--- config.mk ---
export PLATFORM = sky130hd
export DESIGN_NAME = lfu_cache_lru_tiebreak
export DESIGN_NICKNAME = d
export VERILOG_FILES = /design/src/design/lfuc_pkg.sv /design/src/design/lfuc_ctrl.sv /design/src/design/lfuc_datapath.sv /design/src/design/lfu_cache_lru_tiebreak.sv
export SDC_FILE = /design/constraint.sdc
export NUM_CORES = 2
export LEC_CHECK = 0
export ABC_AREA = 1
export ABC_CLOCK_PERIOD_IN_PS = 50400
export BUFFER_PORTS_ARGS = -buffer_cell sky130_fd_sc_hd__buf_2
export CAP_MARGIN = 20
export CORE_MARGIN = 2
export CORE_UTILIZATION = 32
export DETAILED_ROUTE_END_ITERATION = 10
export PLACE_DENSITY_LB_ADDON = 0.1
export SYNTH_ARGS = -nofsm -noshare
export SYNTH_HDL_FRONTEND = slang
export SYNTH_HIERARCHICAL = 1
export SYNTH_SLANG_ARGS = --single-unit
--- constraint.sdc ---
create_clock -name clock -period 50.4 [get_ports clock]
set_input_delay 15.12 -clock clock [delete_from_list [all_inputs] [get_ports clock]]
set_output_delay 15.12 -clock clock [all_outputs]
set_load 0.05 [all_outputs]
--- src/design/lfuc_pkg.sv ---
// shared types and constants for the lfu cache with lru tie-break
package lfuc_pkg;

   localparam int DATA_W = 32;
   localparam int CSR_W  = 5;

   localparam logic [CSR_W-1:0]         CAP_RESET  = 5'd16;
   localparam logic                     OP_PUT     = 1'b1;
   localparam logic signed [DATA_W-1:0] MISS_VALUE = -32'sd1;

   typedef struct packed {
      logic                     req_type;
      logic signed [DATA_W-1:0] lookup_key;
      logic signed [DATA_W-1:0] write_value;
   } req_item_type;

   typedef struct packed {
      logic                     found;
      logic signed [DATA_W-1:0] read_value;
      logic                     evicted;
      logic signed [DATA_W-1:0] evicted_key;
   } rsp_item_type;

   // controller to datapath
   typedef struct packed {
      logic load;
      logic commit;
   } dp_cmd_type;

   // datapath to controller
   typedef struct packed {
      logic scan_done;
   } dp_status_type;

endpackage

--- src/design/lfuc_ctrl.sv ---
// controller state machine: accept, scan, commit and response handshake
module lfuc_ctrl (
   input  logic                    clock,
   input  logic                    reset,
   input  logic                    req_valid,
   output logic                    req_ready,
   output logic                    rsp_valid,
   input  logic                    rsp_ready,
   output lfuc_pkg::dp_cmd_type    cmd,
   input  lfuc_pkg::dp_status_type status
);
   import lfuc_pkg::*;

   typedef enum logic [1:0] {
      ST_IDLE,
      ST_SCAN,
      ST_COMMIT
   } state_type;

   state_type state_ff;
   logic      rsp_valid_ff;
   logic      commit_ok;

   // output register is free or being emptied this cycle
   assign commit_ok  = !rsp_valid_ff || rsp_ready;

   assign req_ready  = (state_ff == ST_IDLE);
   assign rsp_valid  = rsp_valid_ff;
   assign cmd.load   = (state_ff == ST_IDLE) && req_valid;
   assign cmd.commit = (state_ff == ST_COMMIT) && commit_ok;

   // state and response valid
   always_ff @(posedge clock) begin
      if (reset) begin
         state_ff     <= ST_IDLE;
         rsp_valid_ff <= 1'b0;
      end else begin
         case (state_ff)
            ST_IDLE: begin
               if (req_valid) begin
                  state_ff <= ST_SCAN;
               end
            end
            ST_SCAN: begin
               if (status.scan_done) begin
                  state_ff <= ST_COMMIT;
               end
            end
            ST_COMMIT: begin
               if (commit_ok) begin
                  state_ff <= ST_IDLE;
               end
            end
            default: begin
               state_ff <= ST_IDLE;
            end
         endcase
         // result register fills at commit and empties when taken
         if (cmd.commit) begin
            rsp_valid_ff <= 1'b1;
         end else if (rsp_valid_ff && rsp_ready) begin
            rsp_valid_ff <= 1'b0;
         end
      end
   end

endmodule

--- src/design/lfuc_datapath.sv ---
// datapath: entry memory, scan pipeline, victim search, commit and response register
module lfuc_datapath #(
   parameter int MAX_ENTRIES = 16,
   parameter int COUNT_BITS  = 16
) (
   input  logic                          clock,
   input  logic                          reset,
   input  lfuc_pkg::req_item_type        req_item,
   input  logic                          csr_valid,
   input  logic [lfuc_pkg::CSR_W-1:0]    csr_wdata,
   input  lfuc_pkg::dp_cmd_type          cmd,
   output lfuc_pkg::dp_status_type       status,
   output lfuc_pkg::rsp_item_type        rsp_item
);
   import lfuc_pkg::*;

   localparam int IDX_W  = (MAX_ENTRIES > 1) ? $clog2(MAX_ENTRIES) : 1;
   localparam int RANK_W = IDX_W;
   localparam int OCC_W  = $clog2(MAX_ENTRIES + 1);
   localparam int CMP_W  = (OCC_W > CSR_W) ? OCC_W : CSR_W;
   localparam logic [IDX_W-1:0]      LAST_IDX  = IDX_W'(MAX_ENTRIES - 1);
   localparam logic [CMP_W-1:0]      MAX_CAP   = CMP_W'(MAX_ENTRIES);
   localparam logic [COUNT_BITS-1:0] COUNT_MAX = '1;

   typedef struct packed {
      logic signed [DATA_W-1:0] key;
      logic signed [DATA_W-1:0] value;
      logic [COUNT_BITS-1:0]    count;
      logic [RANK_W-1:0]        rank;
   } entry_type;

   // rank fix-up left over from the previous transaction
   typedef enum logic [1:0] {
      PEND_NONE,
      PEND_TOUCH,
      PEND_INSERT
   } pend_type;

   entry_type mem [MAX_ENTRIES];

   req_item_type           req_ff;
   logic                   rd_go_ff;
   logic                   rd_go_in;
   logic [IDX_W-1:0]       rd_idx_ff;
   logic                   proc_vld_ff;
   logic [IDX_W-1:0]       proc_idx_ff;
   entry_type              rd_word_ff;

   logic [MAX_ENTRIES-1:0] valid_ff;
   logic [MAX_ENTRIES-1:0] valid_in;
   logic [OCC_W-1:0]       occ_ff;
   logic [CSR_W-1:0]       capacity_ff;

   pend_type               pend_mode_ff;
   logic [RANK_W-1:0]      pend_rank_ff;
   logic [IDX_W-1:0]       pend_slot_ff;
   logic                   pend_evict_ff;

   logic                   hit_ff;
   logic [IDX_W-1:0]       hit_idx_ff;
   logic signed [DATA_W-1:0] hit_val_ff;
   logic [COUNT_BITS-1:0]  hit_count_ff;
   logic [RANK_W-1:0]      hit_rank_ff;

   logic                   vic_found_ff;
   logic [IDX_W-1:0]       vic_idx_ff;
   logic [COUNT_BITS-1:0]  vic_count_ff;
   logic [RANK_W-1:0]      vic_rank_ff;
   logic signed [DATA_W-1:0] vic_key_ff;

   logic                   free_found_ff;
   logic [IDX_W-1:0]       free_idx_ff;

   rsp_item_type           rsp_item_ff;
   rsp_item_type           rsp_item_in;

   logic [RANK_W-1:0]      rank_adj;
   logic                   proc_take;
   logic                   key_match;
   logic                   better;

   logic [CMP_W-1:0]       cap_eff;
   logic                   is_put;
   logic                   cap_zero;
   logic                   touch_op;
   logic                   insert_op;
   logic                   do_evict;
   logic [IDX_W-1:0]       ins_slot;
   logic [COUNT_BITS-1:0]  bumped;

   logic                   mem_we;
   logic [IDX_W-1:0]       mem_waddr;
   entry_type              mem_wdata;

   // scan address sequencer
   always_comb begin
      if (cmd.load) begin
         rd_go_in = 1'b1;
      end else if (rd_go_ff && (rd_idx_ff == LAST_IDX)) begin
         rd_go_in = 1'b0;
      end else begin
         rd_go_in = rd_go_ff;
      end
   end

   always_ff @(posedge clock) begin
      if (reset) begin
         rd_go_ff    <= 1'b0;
         proc_vld_ff <= 1'b0;
      end else begin
         rd_go_ff    <= rd_go_in;
         proc_vld_ff <= rd_go_ff;
      end
   end

   // request capture, address count and registered memory read
   always_ff @(posedge clock) begin
      if (cmd.load) begin
         req_ff    <= req_item;
         rd_idx_ff <= '0;
      end else if (rd_go_ff && (rd_idx_ff != LAST_IDX)) begin
         rd_idx_ff <= rd_idx_ff + IDX_W'(1);
      end
      if (rd_go_ff) begin
         rd_word_ff  <= mem[rd_idx_ff];
         proc_idx_ff <= rd_idx_ff;
      end
   end

   // apply the pending rank fix-up to the entry being scanned
   always_comb begin
      rank_adj = rd_word_ff.rank;
      if (proc_idx_ff != pend_slot_ff) begin
         case (pend_mode_ff)
            PEND_TOUCH: begin
               if (rd_word_ff.rank < pend_rank_ff) begin
                  rank_adj = rd_word_ff.rank + RANK_W'(1);
               end
            end
            PEND_INSERT: begin
               // for entries older than an evicted victim, its removal cancels the insert shift
               if (!(pend_evict_ff && (rd_word_ff.rank > pend_rank_ff))) begin
                  rank_adj = rd_word_ff.rank + RANK_W'(1);
               end
            end
            default: begin
               rank_adj = rd_word_ff.rank;
            end
         endcase
      end
   end

   assign proc_take = proc_vld_ff && valid_ff[proc_idx_ff];
   assign key_match = (rd_word_ff.key == req_ff.lookup_key);
   // lowest count wins, equal counts go to the oldest
   assign better    = !vic_found_ff || (rd_word_ff.count < vic_count_ff) ||
                      ((rd_word_ff.count == vic_count_ff) && (rank_adj > vic_rank_ff));

   assign status.scan_done = proc_vld_ff && (proc_idx_ff == LAST_IDX);

   // hit, victim and free slot tracking
   always_ff @(posedge clock) begin
      if (cmd.load) begin
         hit_ff        <= 1'b0;
         vic_found_ff  <= 1'b0;
         free_found_ff <= 1'b0;
      end else if (proc_vld_ff) begin
         if (valid_ff[proc_idx_ff]) begin
            if (key_match) begin
               hit_ff       <= 1'b1;
               hit_idx_ff   <= proc_idx_ff;
               hit_val_ff   <= rd_word_ff.value;
               hit_count_ff <= rd_word_ff.count;
               hit_rank_ff  <= rank_adj;
            end
            if (better) begin
               vic_found_ff <= 1'b1;
               vic_idx_ff   <= proc_idx_ff;
               vic_count_ff <= rd_word_ff.count;
               vic_rank_ff  <= rank_adj;
               vic_key_ff   <= rd_word_ff.key;
            end
         end else if (!free_found_ff) begin
            free_found_ff <= 1'b1;
            free_idx_ff   <= proc_idx_ff;
         end
      end
   end

   // commit decode
   always_comb begin
      if (CMP_W'(capacity_ff) > MAX_CAP) begin
         cap_eff = MAX_CAP;
      end else begin
         cap_eff = CMP_W'(capacity_ff);
      end
   end

   assign is_put    = (req_ff.req_type == OP_PUT);
   assign cap_zero  = (cap_eff == '0);
   assign touch_op  = hit_ff && (!is_put || !cap_zero);
   assign insert_op = is_put && !cap_zero && !hit_ff;
   assign do_evict  = insert_op && (CMP_W'(occ_ff) >= cap_eff);
   assign ins_slot  = (do_evict && (!free_found_ff || (vic_idx_ff < free_idx_ff))) ?
                      vic_idx_ff : free_idx_ff;
   assign bumped    = (hit_count_ff == COUNT_MAX) ? hit_count_ff :
                      hit_count_ff + COUNT_BITS'(1);

   // response of this transaction
   always_comb begin
      rsp_item_in.found       = hit_ff;
      rsp_item_in.evicted     = do_evict;
      rsp_item_in.evicted_key = do_evict ? vic_key_ff : '0;
      if (is_put) begin
         rsp_item_in.read_value = '0;
      end else if (hit_ff) begin
         rsp_item_in.read_value = hit_val_ff;
      end else begin
         rsp_item_in.read_value = MISS_VALUE;
      end
   end

   // memory write port: target entry at commit, rank write-back during scan
   always_comb begin
      mem_we         = 1'b0;
      mem_waddr      = proc_idx_ff;
      mem_wdata      = rd_word_ff;
      mem_wdata.rank = rank_adj;
      if (cmd.commit) begin
         mem_we          = touch_op || insert_op;
         mem_wdata.key   = req_ff.lookup_key;
         mem_wdata.value = req_ff.write_value;
         mem_wdata.rank  = '0;
         if (touch_op) begin
            mem_waddr       = hit_idx_ff;
            mem_wdata.count = bumped;
            if (!is_put) begin
               mem_wdata.value = hit_val_ff;
            end
         end else begin
            mem_waddr       = ins_slot;
            mem_wdata.count = COUNT_BITS'(1);
         end
      end else if (proc_take) begin
         mem_we = 1'b1;
      end
   end

   always_ff @(posedge clock) begin
      if (mem_we) begin
         mem[mem_waddr] <= mem_wdata;
      end
   end

   // valid bits after this cycle's commit
   always_comb begin
      valid_in = valid_ff;
      if (cmd.commit && insert_op) begin
         if (do_evict) begin
            valid_in[vic_idx_ff] = 1'b0;
         end
         valid_in[ins_slot] = 1'b1;
      end
   end

   // valid bits, occupancy, capacity and pending fix-up
   always_ff @(posedge clock) begin
      if (reset) begin
         valid_ff     <= '0;
         occ_ff       <= '0;
         capacity_ff  <= CAP_RESET;
         pend_mode_ff <= PEND_NONE;
      end else begin
         valid_ff <= valid_in;
         if (csr_valid) begin
            capacity_ff <= csr_wdata;
         end
         if (cmd.commit) begin
            if (touch_op) begin
               pend_mode_ff <= PEND_TOUCH;
            end else if (insert_op) begin
               pend_mode_ff <= PEND_INSERT;
            end else begin
               pend_mode_ff <= PEND_NONE;
            end
            if (insert_op && !do_evict) begin
               occ_ff <= occ_ff + OCC_W'(1);
            end
         end
      end
   end

   always_ff @(posedge clock) begin
      if (cmd.commit) begin
         pend_rank_ff  <= touch_op ? hit_rank_ff : vic_rank_ff;
         pend_slot_ff  <= touch_op ? hit_idx_ff : ins_slot;
         pend_evict_ff <= do_evict;
         rsp_item_ff   <= rsp_item_in;
      end
   end

   assign rsp_item = rsp_item_ff;

`ifndef NO_ASSERTIONS
   a_occ_matches_valid: assert property (@(posedge clock) disable iff (reset)
      $countones(valid_ff) == int'(occ_ff))
      else $error("occupancy differs from number of valid entries");

   a_commit_after_scan: assert property (@(posedge clock) disable iff (reset)
      cmd.commit |-> (!proc_vld_ff && !rd_go_ff))
      else $error("commit while scan still running");

   a_state_only_at_commit: assert property (@(posedge clock) disable iff (reset)
      !cmd.commit |=> ($stable(occ_ff) && $stable(valid_ff)))
      else $error("entry set changed outside commit");

   a_hit_is_valid: assert property (@(posedge clock) disable iff (reset)
      (cmd.commit && hit_ff) |-> valid_ff[hit_idx_ff])
      else $error("hit on an entry that is not valid");
`endif

endmodule

--- src/design/lfu_cache_lru_tiebreak.sv ---
// top level of the lfu cache with lru tie-break
//
// req channel (req_valid/req_ready, req_item) carries one get or put
// transaction; rsp channel (rsp_valid/rsp_ready, rsp_item) returns exactly
// one result per request, in order. csr channel writes the capacity
// register; csr_ready is always high and writes are meant for idle time.
// Each request reads every entry of the entry memory once through its single
// read port before its commit step, and the next request is accepted only
// after that commit. The result is registered in the output register at
// commit. Rank changes of one transaction are written back during the scan
// of the next one.
// Reset clears all valid bits, occupancy and the pending rank fix-up, and
// sets capacity to 16; no memory clearing pass is needed.
// The result sits in an output register, so a new request is taken while
// it waits; when the receiver stalls, the following result is held back
// in its commit step until the output register is taken.
module lfu_cache_lru_tiebreak #(
   parameter int MAX_ENTRIES = 16,
   parameter int COUNT_BITS  = 16
) (
   input  logic                       clock,
   input  logic                       reset,
   input  logic                       req_valid,
   output logic                       req_ready,
   input  lfuc_pkg::req_item_type     req_item,
   output logic                       rsp_valid,
   input  logic                       rsp_ready,
   output lfuc_pkg::rsp_item_type     rsp_item,
   input  logic                       csr_valid,
   output logic                       csr_ready,
   input  logic [lfuc_pkg::CSR_W-1:0] csr_wdata
);
   import lfuc_pkg::*;

   dp_cmd_type    cmd;
   dp_status_type status;

   // capacity register is always writable
   assign csr_ready = 1'b1;

   lfuc_ctrl u_ctrl (
      .clock     (clock),
      .reset     (reset),
      .req_valid (req_valid),
      .req_ready (req_ready),
      .rsp_valid (rsp_valid),
      .rsp_ready (rsp_ready),
      .cmd       (cmd),
      .status    (status)
   );

   lfuc_datapath #(
      .MAX_ENTRIES (MAX_ENTRIES),
      .COUNT_BITS  (COUNT_BITS)
   ) u_datapath (
      .clock     (clock),
      .reset     (reset),
      .req_item  (req_item),
      .csr_valid (csr_valid),
      .csr_wdata (csr_wdata),
      .cmd       (cmd),
      .status    (status),
      .rsp_item  (rsp_item)
   );

endmodule
## Word-level counts from Yosys, hierarchy flattened

Memory sizes are Yosys's and may differ from the RTL's. A register that Yosys moved wholly into a read port is not among the register bits.
Index checks and enable logic that the tools add are counted.
Widths: inputs -> output; s select.

- Mux-type cells: 37
- Eq/ne operators: 14
- Reduce and logical (&&, ||, !) cells: 43
- Shift-type cells: 0
- Multiply operators: 0
- Order comparisons: 12
- Bitwise logic cells: 6
- Div/mod/pow operators: 0
- Add/subtract/negate cells: 4

Operators with widths:

| operator | number |
|---|---|
| $mux 32 | 3 |
| $mux 84 | 1 |
| $mux 16 | 4 |
| $eq 32x32->1 | 1 |
| $mux 4 | 7 |
| $logic_and 1x1->1 | 18 |
| $add 16x1->16 const B | 1 |
| $and 16x16->16 | 1 |
| $eq 16x16->1 | 1 |
| $eq 16x16->1 const B | 1 |
| $lt 16x16->1 | 1 |
| $not 16->16 | 1 |
| $or 16x16->16 | 1 |
| $lt 4x5->1 const B | 3 |
| $reduce_and 4->1 | 3 |
| $mux 1 | 11 |
| $mux 2 | 5 |
| $reduce_and 3->1 | 3 |
| $add 4x1->4 const B | 2 |
| $demux 1 s4 | 2 |
| $eq 4x4->1 const B | 2 |
| $ge 4x1->1 const B | 2 |
| $gt 4x4->1 | 2 |
| $lt 4x4->1 | 2 |
| other kinds (20) | 38 |

- RAM bits: 1344
- Bits in latches: 0
- Memories kept: 1
- Input bits: 75
- Logic and storage cells: 148
- Memory bits (read-only): 0
- Bits in registers: 299

Memory list:

| memory | depth | bits a word | read ports | clocked after memory_dff | wr ports | RTL line | RTL |
|---|---|---|---|---|---|---|---|
| u_datapath.mem | 16 | 84 | 1 | 1 | 1 | lfuc_datapath.sv:39 | `entry_type mem [MAX_ENTRIES];` |

## Logic depth before layout (Yosys ltp)

- Depth in word-level cells: 14
- Depth in mapped cells: 16

## By module

Netlist, hierarchy kept.

By module, submodules not included:

| module | cells each | instances | area each (um2) |
|---|---|---|---|
| lfuc_datapath | 5091 | 1 | 67604.8 |
| lfuc_ctrl | 17 | 1 | 142.6 |
| lfu_cache_lru_tiebreak | 2 | 1 | 11.3 |

## Least setup slack after synthesis

OpenSTA, ideal clock, no wires.

- Path type: input to register
- Start point: in rsp_ready
- End point: mem u_datapath/mem[0][0] (netlist name) (enable)
- Required time: 49873 ps
- Slack: 24147 ps
- Library setup time: 527 ps
- Arrival time: 25726 ps
- Path buffers: 0
- Stages on the path: 8
- Cells stage by stage: nor2_1 > nor3_1 > nand2_1 > inv_1 > nor2_1 > nand2_1 > nand3_1 > nor2_1

RTL lines:

| what | RTL line | RTL |
|---|---|---|
| start: declaration | lfu_cache_lru_tiebreak.sv:27 | `input logic rsp_ready,` |
| end: declaration | lfuc_datapath.sv:39 |  |

==> run summary <==
The die is 464 microns tall. The worst-case clock skew is 0.0442 ns. The number of antenna violations at the first check in global routing came out at 7. The total number of vias is 42200.

The clock period could shrink to 20.09 ns. The global router's overall resource usage is 0.185. Of all cell types, the one taking the most synthesized area is sky130_fd_sc_hd__edfxtp_1.

In this run the deepest clock path goes through 3 buffers. The kind of path behind the tightest hold check is flop to flop. The clock transition at the registers of the reported paths is 0.06 ns.

The wire length of the first global-routing pass came out at 294000 microns. After detailed routing, the number of vias per cell comes to 5.14. STA puts the critical path data required time at 50.84 ns.

The final weighted congestion of routability-driven global placement came out at 0.755. The worst setup path is of the primary input to flop kind. The sequential cell area came out at 51500 sq um. The remaining number of nets flagged by the antenna check after routing is 0. The number of different library cells in the post-synthesis netlist came out at 48.

The fmax is 49.8 MHz. Once detailed placement completed, the half-perimeter wirelength came to 105000 microns. The number of nets in the synthesized netlist came out at 5223.

The number of buffers created by CTS is 186. The overall overflow remaining after global route is 0. The worst max-slew margin expressed relative to the limit came out at 0.259.

In this design, the critical path's most frequently occurring cell is sky130_fd_sc_hd__buf_4. In the routed design, unresolved DRC markers number 0. The portion of the clock cycle consumed by the worst path in the final layout came out at 0.399. The portion of synthesized cell area occupied by the leading cell type came out at 0.748. 144 I/O pins were placed. The core box area is 210000 sq um.

Setup repair after global routing left no endpoint under its margin. VDD sags by at most 36.2 uV. The reported max-cap violation count is 0. The total power per unit cell area came out at 41.7 nW/um^2.

CTS placed an instance of sky130_fd_sc_hd__clkbuf_16 at the clock tree root. The effective utilization at floorplan is 0.323. Port buffering added 142 buffers. The net total in the final layout came out at 5375. The Yosys step of the flow raised 6 warnings. The number of instances resized during post-cts repair came out at 0.

The number of flops mapped to enable cells by yosys came out at 1687. The final core utilization is 0.370. In the final layout, the share of cells above drive strength 1 is 0.112. The total area of multi-input combinational cells is 14500 sq um. The flow ran to the end, and the final reports show no timing, DRC or antenna violations.

In this run, post-CTS hold repair placed 0 buffers. The worst register-to-register path begins at u_datapath/capacity_ff[1]. The number of slew-limit violations in the final report was 0.

The final-layout setup total negative slack is 0 ns. The number of clock sinks seen by CTS came out at 1727. The highest-delay cell along the critical path is sky130_fd_sc_hd__nor2_4. The layout has 20200 filler cells. Relative to the synthesized area, the layout overhead comes to 14.6%.

After detailed routing, the average wire length per cell comes to 24.7 microns. The H-tree was split into 4 levels. The overall routed net length is 203000 microns. The arrival time at the worst endpoint came out at 20.54 ns.

The count of standard-cell rows is 168. The number of setup violations in the final report came out at 0. TritonCTS built the clock tree. The mean area per synthesized cell is 13.3 sq um.

In this run the post-CTS setup repair buffer count came out at 0. The transition at the pin with the smallest max-transition slack is 1.11 ns. In this run the cell area of the synthesized design comes to 67800 sq um. The startpoint of the tightest hold check path is u_datapath/rd_word_ff[20]. Counting flops with an async set or reset pin after synthesis yields a share of 0. Wire segments on met2 add up to 90900 microns in the final route.

The leakage power total is 25.4 nW. The critical path buffer and inverter count came out at 6. The met3 wirelength from detailed routing came out at 10400 microns. Traced cell by cell, the critical path runs through buf_2, nor2_1, nor3_2, buf_4, buf_4, nand2_1, inv_1, nor2_1, nand2_1, nand3_1, nor2_4, buf_4, buf_4. Counting flops and latches in the post-synthesis netlist gives 1727. Sorting the synthesized cells by area gives the leading types as sky130_fd_sc_hd__edfxtp_1 75%, sky130_fd_sc_hd__o21ai_0 6.0%, sky130_fd_sc_hd__nor2_1 4.7%, sky130_fd_sc_hd__nand2_1 2.4%, sky130_fd_sc_hd__o221ai_1 1.9%.

At the later pin of the worst-skew pair, clock insertion delay measures 0.83 ns. The top cell types in the final layout, fill and taps aside, are 1687 x sky130_fd_sc_hd__edfxtp_1, 829 x sky130_fd_sc_hd__nor2_1, 809 x sky130_fd_sc_hd__o21ai_0, 437 x sky130_fd_sc_hd__nand2_1, 199 x sky130_fd_sc_hd__nand3_1. Broken down by cell family, the worst path's largest delay share belongs to buffers and inverters. The most used flip-flop cell after synthesis is sky130_fd_sc_hd__edfxtp_1. The first routing iteration left 3789 violations.

The most frequent standard cell in the layout excluding fill and tap cells is sky130_fd_sc_hd__edfxtp_1. The worst setup path is launched from a primary input. In this run the horizontal extent of the chip is 464 microns.

On the worst path, the slowest cell contributes a delay of 0.89 ns. For this run, the register share of the synthesized area comes to 0.759. The critical path starts at rsp_ready. The highest metal layer carrying signal wires in the routed design is met4. Entering global routing, the biggest net connects 232 pins. The via count of the first global-routing pass is 41400.

Along the worst path, the maximum fanout reaches 42. The endpoint type of the worst setup path is a flop. The die area is 215000 sq um. The met1 routed wirelength after detailed routing is 97300 microns. The detailed-routing iteration count for the pre-antenna-repair pass came out at 5. The count of mapped cells out of synthesis came out at 5110.

The count of final hold-check violations came out at 0.
## final cells by class
cell class | instances | area share
multi-input combinational | 2908 | 0.187
antenna | 2 | 0.0000645
sequential | 1727 | 0.663
timing repair buffer | 281 | 0.0239
tap | 2805 | 0.0452
clock inverter | 87 | 0.00894
inverter | 158 | 0.00825
clock buffer | 244 | 0.0636
## synth_stat cells, drive strengths merged (40+ instances only)
master,n
nor3,49
buf,81
clkbuf,236
o221ai,146
nor2,854
dfxtp,40
edfxtp,1687
o21ai,825
nand3,204
inv,158
nand2,449
a21oi,50
o22ai,194
## report_power, final
part	total, mW	internal (mW)	switching [mW]
Clock	1.29	0.723	0.568
Sequential	1.65	1.62	0.0213
Combinational	0.302	0.0814	0.221
Total	3.24	2.43	0.811
## per-layer routing
metal / global-route usage / vias to the layer above
met4: 0.0466 / 0
met2: 0.285 / 1090
met1: 0.272 / 21600
li1: - / 19200
met5: 0 / -
met3: 0.0280 / 255
## worst paths after layout
check,end,slack [ns],cells past startpoint
setup / recovery,u_datapath/mem[15][44],30.31,13
hold reg to reg,u_datapath/hit_val_ff[0],0.45,0
setup reg to reg,u_datapath/mem[15][44],44.25,16
hold / removal,u_datapath/hit_val_ff[0],0.45,0
## sequential cells by signal, indices dropped and copies added (netlist names), 32 cells and up
name / cells
u_datapath/hit_val_ff: 32
u_datapath/vic_key_ff: 32
u_datapath/rd_word_ff: 84
u_datapath/rsp_item: 66
u_datapath/mem: 1344
u_datapath/req_ff: 64
## stage by stage
stage / instance area (sq um) / cells / hold slack (ns) / total power [mW] / worst slack (ns)
global route: 77600 / 8211 / 0.467 / 3.37 / 30.02
CTS: 77500 / 8200 / 0.450 / 3.28 / 30.28
floorplan: 67800 / 5110 / 0.426 / 1.86 / 24.15
finish: 77600 / 8212 / 0.446 / 3.24 / 30.31
detailed placement: 71900 / 7869 / 0.433 / 1.98 / 29.39
global placement: 71900 / 7866 / 0.431 / 1.98 / 29.48
## cell families (layout without fill, tap and decap cells)
| logic type | after synthesis | in the layout | synth area share |
|---|---|---|---|
| flops | 1727 | 1727 | 0.759 |
| simple gates | 1594 | 1594 | 0.0964 |
| compound gates | 1249 | 1249 | 0.105 |
| buf+inv | 475 | 770 | 0.0283 |
| fa+ha+maj | 38 | 38 | 0.00702 |
| xor+xnor | 26 | 26 | 0.00336 |
| other cells | 1 | 3 | 0.0000553 |
Note: power is estimated with default switching activity, not from simulation.
